### src/sv/siphash_1_2_stream_top_macros.svh
// ----------------------------------------------------------------------------
// SipHash-1-2 stream: assertion macros
// Concurrent assertion helpers. They compile to nothing when SYNTH is defined.
// ----------------------------------------------------------------------------
`ifndef SIPHASH_1_2_STREAM_TOP_MACROS_SVH
`define SIPHASH_1_2_STREAM_TOP_MACROS_SVH

`ifndef SYNTH
// Check a property on every rising clock edge outside reset
`define SH12_ASSERT(lbl, clk, rstn, prop) \
  lbl: assert property (@(posedge clk) disable iff (!rstn) (prop)) \
    else $error("sh12 assertion failed");
// Check that a condition never holds outside reset
`define SH12_ASSERT_NEVER(lbl, clk, rstn, cond) \
  `SH12_ASSERT(lbl, clk, rstn, !(cond))
`else
`define SH12_ASSERT(lbl, clk, rstn, prop)
`define SH12_ASSERT_NEVER(lbl, clk, rstn, cond)
`endif

`endif

### src/sv/sh12_pkg.sv
// ----------------------------------------------------------------------------
// SipHash-1-2 stream: shared package
// Lane and command types, init constants and the SipRound function.
// ----------------------------------------------------------------------------
`timescale 1ns / 1ps

package sh12_pkg;

  // Lane init constants
  localparam logic [63:0] INIT_A = 64'h736f6d6570736575;
  localparam logic [63:0] INIT_B = 64'h646f72616e646f6d;
  localparam logic [63:0] INIT_C = 64'h6c7967656e657261;
  localparam logic [63:0] INIT_D = 64'h7465646279746573;

  // Value folded into lane c before finalization
  localparam logic [63:0] FINAL_MARK = 64'h00000000000000ff;

  // Configuration register indexes
  localparam logic CFG_KEY_LOW  = 1'b0;
  localparam logic CFG_KEY_HIGH = 1'b1;

  typedef struct packed {
    logic [63:0] a;
    logic [63:0] b;
    logic [63:0] c;
    logic [63:0] d;
  } lanes_t;

  // One queued command: optional full word, optional tail with finalization
  typedef struct packed {
    logic        start;     // load lanes from the key first
    logic        has_word;  // compress a full word
    logic        is_final;  // compress tail, finalize, give digest
    logic [63:0] word;
    logic [63:0] tail;
  } cmd_t;

  // Back-end status seen by the top level
  typedef struct packed {
    logic mid;         // inside a multi-cycle command
    logic done_final;  // digest written this cycle
  } back_stat_t;

  function automatic logic [63:0] rotl64(logic [63:0] x, int unsigned r);
    return (x << r) | (x >> (64 - r));
  endfunction

  function automatic lanes_t sip_round(lanes_t v);
    lanes_t t;
    t = v;
    t.a = t.a + t.b; t.b = rotl64(t.b, 13); t.b = t.b ^ t.a;
    t.a = rotl64(t.a, 32);
    t.c = t.c + t.d; t.d = rotl64(t.d, 16); t.d = t.d ^ t.c;
    t.a = t.a + t.d; t.d = rotl64(t.d, 21); t.d = t.d ^ t.a;
    t.c = t.c + t.b; t.b = rotl64(t.b, 17); t.b = t.b ^ t.c;
    t.c = rotl64(t.c, 32);
    return t;
  endfunction

  // Fold a word into lane d, run one round, fold it into lane a
  function automatic lanes_t sip_compress(lanes_t v, logic [63:0] m);
    lanes_t t;
    t = v;
    t.d = t.d ^ m;
    t = sip_round(t);
    t.a = t.a ^ m;
    return t;
  endfunction

endpackage

### src/sv/sh12_front.sv
// ----------------------------------------------------------------------------
// SipHash-1-2 stream: front end
// Accepts items, tracks message start and length, builds tail blocks.
// ----------------------------------------------------------------------------
`timescale 1ns / 1ps

module sh12_front (
  input  logic           clk_i,
  input  logic           rst_ni,
  input  logic           in_valid_i,
  output logic           in_ready_o,
  input  logic [63:0]    message_word_i,
  input  logic [3:0]     byte_count_i,
  input  logic           last_word_i,
  output logic           push_o,
  output sh12_pkg::cmd_t cmd_o,
  input  logic           q_ready_i
);
  import sh12_pkg::*;

  logic        open_q, open_d;
  logic [7:0]  len_q, len_d;
  logic [7:0]  len_base;
  logic [7:0]  len_new;
  logic [3:0]  cnt;
  logic [63:0] masked;

  assign in_ready_o = q_ready_i;
  assign push_o     = in_valid_i && q_ready_i;

  // Saturate the byte count at a full word
  assign cnt      = byte_count_i[3] ? 4'd8 : byte_count_i;
  assign len_base = open_q ? len_q : 8'd0;
  assign len_new  = len_base + (last_word_i ? {4'd0, cnt} : 8'd8);

  // Keep only the valid bytes of a partial word
  always_comb begin
    for (int i = 0; i < 8; i++) begin
      masked[8*i +: 8] = (4'(i) < cnt) ? message_word_i[8*i +: 8] : 8'd0;
    end
  end

  // Classify the item into a command
  always_comb begin
    cmd_o.start    = !open_q;
    cmd_o.word     = message_word_i;
    cmd_o.has_word = !last_word_i || (cnt == 4'd8);
    cmd_o.is_final = last_word_i;
    cmd_o.tail     = {len_new, (cnt == 4'd8) ? 56'd0 : masked[55:0]};
    open_d         = open_q;
    len_d          = len_q;
    if (push_o) begin
      open_d = !last_word_i;
      len_d  = len_new;
    end
  end

  always_ff @(posedge clk_i or negedge rst_ni) begin
    if (!rst_ni) begin
      open_q <= 1'b0;
      len_q  <= 8'd0;
    end else begin
      open_q <= open_d;
      len_q  <= len_d;
    end
  end

endmodule

### src/sv/sh12_queue.sv
// ----------------------------------------------------------------------------
// SipHash-1-2 stream: command queue
// Small FIFO that decouples the front end from the round engine.
// ----------------------------------------------------------------------------
`timescale 1ns / 1ps

module sh12_queue #(
  parameter int unsigned DEPTH = 4
) (
  input  logic           clk_i,
  input  logic           rst_ni,
  input  logic           push_i,
  input  sh12_pkg::cmd_t cmd_i,
  output logic           ready_o,
  output logic           valid_o,
  output sh12_pkg::cmd_t cmd_o,
  input  logic           pop_i
);
  import sh12_pkg::*;

  localparam int unsigned PW = (DEPTH > 1) ? $clog2(DEPTH) : 1;
  localparam int unsigned CW = $clog2(DEPTH + 1);
  localparam logic [PW-1:0] LAST_SLOT = PW'(DEPTH - 1);
  localparam logic [CW-1:0] FULL_CNT  = CW'(DEPTH);

  cmd_t          mem_q [DEPTH];
  logic [PW-1:0] wr_q, wr_d;
  logic [PW-1:0] rd_q, rd_d;
  logic [CW-1:0] cnt_q, cnt_d;

  assign ready_o = (cnt_q != FULL_CNT);
  assign valid_o = (cnt_q != '0);
  assign cmd_o   = mem_q[rd_q];

  // Advance pointers and occupancy
  always_comb begin
    wr_d  = wr_q;
    rd_d  = rd_q;
    cnt_d = cnt_q;
    if (push_i) begin
      wr_d = (wr_q == LAST_SLOT) ? '0 : wr_q + 1'b1;
    end
    if (pop_i) begin
      rd_d = (rd_q == LAST_SLOT) ? '0 : rd_q + 1'b1;
    end
    if (push_i && !pop_i) begin
      cnt_d = cnt_q + 1'b1;
    end else if (pop_i && !push_i) begin
      cnt_d = cnt_q - 1'b1;
    end
  end

  always_ff @(posedge clk_i or negedge rst_ni) begin
    if (!rst_ni) begin
      wr_q  <= '0;
      rd_q  <= '0;
      cnt_q <= '0;
    end else begin
      wr_q  <= wr_d;
      rd_q  <= rd_d;
      cnt_q <= cnt_d;
    end
  end

  // Store entries
  always_ff @(posedge clk_i) begin
    if (push_i) begin
      mem_q[wr_q] <= cmd_i;
    end
  end

endmodule

### src/sv/sh12_back.sv
// ----------------------------------------------------------------------------
// SipHash-1-2 stream: round engine
// Runs one compression or finalization round per cycle unless stalled; holds the digest.
// ----------------------------------------------------------------------------
`timescale 1ns / 1ps

module sh12_back (
  input  logic                 clk_i,
  input  logic                 rst_ni,
  input  logic [63:0]          key_low_i,
  input  logic [63:0]          key_high_i,
  input  logic                 cmd_valid_i,
  input  sh12_pkg::cmd_t       cmd_i,
  output logic                 cmd_pop_o,
  output logic                 out_valid_o,
  input  logic                 out_ready_i,
  output logic [63:0]          digest_o,
  output sh12_pkg::back_stat_t stat_o
);
  import sh12_pkg::*;

  // Phases of one command
  localparam logic [1:0] PH_WORD = 2'd0;
  localparam logic [1:0] PH_TAIL = 2'd1;
  localparam logic [1:0] PH_FIN1 = 2'd2;
  localparam logic [1:0] PH_FIN2 = 2'd3;

  lanes_t      lanes_q, lanes_d;
  lanes_t      init_v;
  lanes_t      src;
  lanes_t      res;
  logic [1:0]  ph_q, ph_d;
  logic [1:0]  ph;
  logic        mid_q, mid_d;
  logic        out_valid_q, out_valid_d;
  logic [63:0] digest_q, digest_d;
  logic [63:0] m;
  logic        last_cycle;
  logic        need_out;
  logic        adv;

  assign init_v = '{a: key_low_i ^ INIT_A, b: key_high_i ^ INIT_B,
                    c: key_low_i ^ INIT_C, d: key_high_i ^ INIT_D};

  // Pick the phase: a fresh command starts at its first step
  assign ph = mid_q ? ph_q : (cmd_i.has_word ? PH_WORD : PH_TAIL);

  always_comb begin
    unique case (ph)
      PH_WORD: last_cycle = !cmd_i.is_final;
      PH_TAIL: last_cycle = 1'b0;
      PH_FIN1: last_cycle = 1'b0;
      PH_FIN2: last_cycle = 1'b1;
    endcase
  end

  assign need_out = last_cycle && cmd_i.is_final;
  assign adv      = cmd_valid_i && (!need_out || !out_valid_q || out_ready_i);

  // Run one round on the current lanes
  always_comb begin
    src = (!mid_q && cmd_i.start) ? init_v : lanes_q;
    unique case (ph)
      PH_WORD: m = cmd_i.word;
      PH_TAIL: m = cmd_i.tail;
      PH_FIN1: m = 64'd0;
      PH_FIN2: m = 64'd0;
    endcase
    res = sip_compress(src, m);
    if (ph == PH_TAIL) begin
      res.c = res.c ^ FINAL_MARK;
    end
  end

  // Advance the sequence and load the output register
  always_comb begin
    lanes_d     = lanes_q;
    ph_d        = ph_q;
    mid_d       = mid_q;
    digest_d    = digest_q;
    out_valid_d = out_valid_q && !out_ready_i;
    if (adv) begin
      lanes_d = res;
      mid_d   = !last_cycle;
      ph_d    = ph + 2'd1;
      if (need_out) begin
        digest_d    = res.a ^ res.b ^ res.c ^ res.d;
        out_valid_d = 1'b1;
      end
    end
  end

  assign cmd_pop_o         = adv && last_cycle;
  assign out_valid_o       = out_valid_q;
  assign digest_o          = digest_q;
  assign stat_o.mid        = mid_q;
  assign stat_o.done_final = adv && need_out;

  always_ff @(posedge clk_i or negedge rst_ni) begin
    if (!rst_ni) begin
      lanes_q     <= '0;
      ph_q        <= PH_WORD;
      mid_q       <= 1'b0;
      out_valid_q <= 1'b0;
    end else begin
      lanes_q     <= lanes_d;
      ph_q        <= ph_d;
      mid_q       <= mid_d;
      out_valid_q <= out_valid_d;
    end
  end

  always_ff @(posedge clk_i) begin
    digest_q <= digest_d;
  end

endmodule

### src/sv/siphash_1_2_stream_top.sv
// ----------------------------------------------------------------------------
// SipHash-1-2 stream: top level
// Full words: one item per cycle while the queue has room, one SipRound each in the round engine.
// Last item: with eight bytes the engine compresses the word, then the tail
// block, then runs phases FIN1 and FIN2, one SipRound each; digest registered.
// Reset clears key registers, lanes, length and the open-message flag.
// ----------------------------------------------------------------------------
`timescale 1ns / 1ps
`include "siphash_1_2_stream_top_macros.svh"

module siphash_1_2_stream_top #(
  parameter int unsigned QUEUE_DEPTH = 4
) (
  input  logic        clk_i,
  input  logic        rst_ni,
  input  logic        in_valid_i,
  output logic        in_ready_o,
  input  logic [63:0] message_word_i,
  input  logic [3:0]  byte_count_i,
  input  logic        last_word_i,
  output logic        out_valid_o,
  input  logic        out_ready_i,
  output logic [63:0] digest_o,
  input  logic        cfg_we_i,
  input  logic        cfg_index_i,
  input  logic [63:0] cfg_wdata_i
);
  import sh12_pkg::*;

  logic [63:0] key_low_q;
  logic [63:0] key_high_q;
  logic        q_push;
  logic        q_ready;
  logic        q_valid;
  logic        q_pop;
  cmd_t        f_cmd;
  cmd_t        q_cmd;
  back_stat_t  b_stat;

  // Hold key registers
  always_ff @(posedge clk_i or negedge rst_ni) begin
    if (!rst_ni) begin
      key_low_q  <= '0;
      key_high_q <= '0;
    end else if (cfg_we_i) begin
      unique case (cfg_index_i)
        CFG_KEY_LOW:  key_low_q  <= cfg_wdata_i;
        CFG_KEY_HIGH: key_high_q <= cfg_wdata_i;
      endcase
    end
  end

  sh12_front u_front (
    .clk_i          (clk_i),
    .rst_ni         (rst_ni),
    .in_valid_i     (in_valid_i),
    .in_ready_o     (in_ready_o),
    .message_word_i (message_word_i),
    .byte_count_i   (byte_count_i),
    .last_word_i    (last_word_i),
    .push_o         (q_push),
    .cmd_o          (f_cmd),
    .q_ready_i      (q_ready)
  );

  sh12_queue #(
    .DEPTH (QUEUE_DEPTH)
  ) u_queue (
    .clk_i   (clk_i),
    .rst_ni  (rst_ni),
    .push_i  (q_push),
    .cmd_i   (f_cmd),
    .ready_o (q_ready),
    .valid_o (q_valid),
    .cmd_o   (q_cmd),
    .pop_i   (q_pop)
  );

  sh12_back u_back (
    .clk_i       (clk_i),
    .rst_ni      (rst_ni),
    .key_low_i   (key_low_q),
    .key_high_i  (key_high_q),
    .cmd_valid_i (q_valid),
    .cmd_i       (q_cmd),
    .cmd_pop_o   (q_pop),
    .out_valid_o (out_valid_o),
    .out_ready_i (out_ready_i),
    .digest_o    (digest_o),
    .stat_o      (b_stat)
  );

  // A command being worked on stays at the queue head
  `SH12_ASSERT(a_mid_has_cmd, clk_i, rst_ni, b_stat.mid |-> q_valid)
  // A finished digest shows on the output next cycle
  `SH12_ASSERT(a_done_shows, clk_i, rst_ni, b_stat.done_final |=> out_valid_o)
  // Never overwrite a digest that is still waiting
  `SH12_ASSERT_NEVER(a_no_overwrite, clk_i, rst_ni,
                     b_stat.done_final && out_valid_o && !out_ready_i)

endmodule
### config.mk
export PLATFORM = sky130hd
export DESIGN_NAME = siphash_1_2_stream_top
export DESIGN_NICKNAME = d
export VERILOG_FILES = /design/src/sv/sh12_pkg.sv /design/src/sv/sh12_front.sv /design/src/sv/sh12_queue.sv /design/src/sv/sh12_back.sv /design/src/sv/siphash_1_2_stream_top.sv
export VERILOG_INCLUDE_DIRS = /design/src /design/src/sv
export SDC_FILE = /design/constraint.sdc
export NUM_CORES = 2
export LEC_CHECK = 0
export ABC_AREA = 1
export ABC_CLOCK_PERIOD_IN_PS = 15300
export BUFFER_PORTS_ARGS = -buffer_cell sky130_fd_sc_hd__buf_4
export CORE_MARGIN = 1
export CORE_UTILIZATION = 30
export DETAILED_ROUTE_END_ITERATION = 10
export PLACE_DENSITY = 0.51
export SETUP_SLACK_MARGIN = 0.3
export SYNTH_ARGS = -nofsm -noshare
export SYNTH_HDL_FRONTEND = slang
export SYNTH_SLANG_ARGS = --single-unit
### constraint.sdc
create_clock -name clk_i -period 15.3 [get_ports clk_i]
set_input_delay 3.06 -clock clk_i [delete_from_list [all_inputs] [get_ports clk_i]]
set_output_delay 3.06 -clock clk_i [all_outputs]
set_load 0.01 [all_outputs]
==> run metrics <==
critical path type=flip-flop to flip-flop; later-pin clock latency in the skew report=850 ps; multi-input combinational cell area=31,710 sq um; Reg area=27,770 sq um; Synth area leader=edfxtp_1; Synth area leaders=edfxtp_1, dfrtp_1, nand2_1; pre-CTS setup slack=2610 ps; most frequent cells after synthesis=nand2_1, inv_1, o21ai_0, nor2_1, edfxtp_1; port bufs=204; worst-margin pin slew=1517 ps; Max Slew Vio Count=3; Post-CTS Setup Inserts=0; initial antenna violation count=35; CP arrival=14,080 ps; die area=215,200 sq um; fmax=73.60 MHz; Initial DRT Pass Iterations=9; Hold Startpoint=u_back.lanes_q[214]; H-tree depth=3; CTS tree=built; Final Cycle Share=0.8880; register clock-pin slew on the reported worst setup and hold paths=60 ps; synthesized area=64,010 sq um; Avg Cell Area, Syn=7.933 sq um; Starting Density=0.3018; row count=169; slowest cell on the critical path=xor2_1; Unique masters post-synth=74; Crit path required time=15,790 ps; vias per cell=5.465; CTS Buf Count=118; Die Width=463.9 microns; clock root buffer=clkbuf_16; Slew HR=-0.01468; hold path endpoint=u_back.lanes_q[214]; clk_skew=54.26 ps; PnR worst setup slack=1713 ps; CP startpoint kind=flip-flop; Most Frequent Cell on Critical Path=xor2_1; NumNets Final=8,689; max-cap viol count=2; Yosys top cell area share=0.2758; final HPWL from detailed placement=347.4 mm; WHS Path Cells=2; Ys Warns=0; detailed-route DRC error count=52; clock sinks=992; starting DRC count in detailed routing=7,796; Seq/Total Area, Yosys=0.4338; min-delay worst type=flip-flop to flip-flop; Post-synth EDFFs=588; r2r endpoint=u_back.digest_o[20]; outcome=finished, violations left; ratio of cells with drive above 1 in the final layout=0.08475; first-pass GRT wire length=535.5 mm; Setup violations, final=0; Layout fillers=22,470; Global Route Usage Sum=0.3741; final wirelength=412.4 mm; asr flop ratio synth=0.4073; DIE HEIGHT=463.9 microns; Synth Instances=8,069; Post-DRT Antenna Nets=0; largest net degree at the start of global routing=132; post-synthesis net count=8,472; reg2reg setup slack=1710 ps; Period minus WS final=13,590 ps; slowest stage delay, CP=1210 ps; GPL Wtd Cong=1.168; clk buf depth=3; failing checks=design-rule violations, max-capacitance violations, max-slew violations; total grt overflow=0; via count=61,320; Wirelength per Cell=36.76 microns; Core ar.=212,100 sq um; crit-path max FO=124; Post-CTS Hold Buffers=0; Final Hold Viols=0; Reg2Reg Depth=31; crit end category=flip-flop; unrepaired setup endpoints after global routing=false; vias in the first global route=57,820; post-CTS sizing=0; I/O Pins=205; Layout area overhead=14.66%; ys flop type=edfxtp_1; FF+latch count, synth=992; RR Startpoint=u_queue.rd_q[0]; TNS Setup=0 ps; cell with the most instances after synthesis=nand2_1
[cell type report]
class / count / area share
diodes: 10 / 0.0003410
clock buffers: 149 / 0.04335
clock inverters: 74 / 0.01178
inverters: 1003 / 0.05152
multi-input cells: 5840 / 0.4321
flip-flops and latches: 992 / 0.3784
well taps: 2821 / 0.04809
repair buffers: 331 / 0.03440
[cell usage in the layout (no fill, tap or decap), types with 10 or more instances in the layout]
cell type	count
a21o_1	24
a21oi_1	396
a22o_1	30
a31oi_1	116
buf_4	326
bufinv_16	14
clkbuf_1	22
clkbuf_16	120
clkinv_1	31
clkinv_2	16
dfrtp_1	402
diode_2	10
edfxtp_1	588
ha_1	257
inv_1	981
inv_2	17
nand2_1	2036
nand2_2	19
nand3_1	337
nand3b_1	28
nand4_1	23
nor2_1	708
nor3_1	29
nor4_1	16
o211ai_1	13
o21a_1	26
o21ai_0	834
o21ai_1	34
o21bai_1	16
o22ai_1	107
or2_2	77
xnor2_1	161
xnor2_2	13
xor2_1	389
xor2_2	27
[sequential cells by signal, indices dropped and copies added, names as in the netlist, 3 cells and up]
name	count
key_high_q	64
key_low_q	64
u_back.digest_o	64
u_back.lanes_q	256
u_front.len_q	8
u_queue.cnt_q	3
u_queue.mem_q	524
[critical path: cells and delay by family, from the launching register on]
| kind | cells | cell delay, ps |
|---|---|---|
| AND/OR/NAND/NOR | 8 | 1630 |
| XOR/XNOR | 7 | 4840 |
| adder cells (fa/ha/maj) | 2 | 730 |
| flip-flops | 1 | 890 |
| buffers and inverters | 5 | 1630 |
| AO/OA/AOI/OAI | 9 | 3140 |
[metrics by stage]
| stage | instance area, sq um | util | std cells | hold WS, ps |
|---|---|---|---|---|
| finish | 73390 | 0.3461 | 11220 | 472.8 |
| global route | 73370 | 0.3459 | 11210 | 494.7 |
| CTS | 73350 | 0.3458 | 11210 | 476.3 |
| detailed placement | 69300 | 0.3267 | 10990 | 461.1 |
| global placement | 69280 | 0.3267 | 10980 | 456.3 |
| floorplan | 64010 | - | 8069 | 443.8 |
[how the worst max path moves through the flow]
stage / from / to / slack, ps / cells after the start
after detailed placement: u_queue.rd_q[0] / u_back.digest_o[20] / 2610 / 31
after global routing: u_queue.rd_q[0] / u_back.digest_o[20] / 2100 / 31
after global placement: u_queue.rd_q[0] / u_back.digest_o[20] / 2450 / 31
after CTS: u_queue.rd_q[0] / u_back.digest_o[20] / 2550 / 31
after floorplan: in_valid_i / u_queue.mem_q[0][0] / 5830 / 3
final: u_queue.rd_q[0] / u_back.digest_o[20] / 1710 / 31
[layer usage]
layer | track usage | up-vias | part of all wire
met3 | 0.08438 | 731 | 0.081
met2 | 0.5532 | 3065 | 0.42
li1 | - | 27000 | -
met5 | 0 | - | 0.00022
met4 | 0.2662 | 12 | 0.086
met1 | 0.4805 | 30520 | 0.41
[cell families (layout without fill, tap and decap cells)]
| kind of cell | Yosys count | after routing | share of synthesized area |
|---|---|---|---|
| compound gates | 1664 | 1664 | 0.1434 |
| xor+xnor | 594 | 594 | 0.08442 |
| fa+ha+maj | 264 | 264 | 0.05231 |
| buf+inv | 1237 | 1557 | 0.07459 |
| flops | 992 | 992 | 0.4338 |
| mux | 1 | 1 | 0.0001564 |
| other cells | 0 | 10 | 0 |
| simple gates | 3317 | 3317 | 0.2113 |
Power is not shown: default switching activity piles up to over one toggle a cycle in this logic, so the estimate is an artifact.
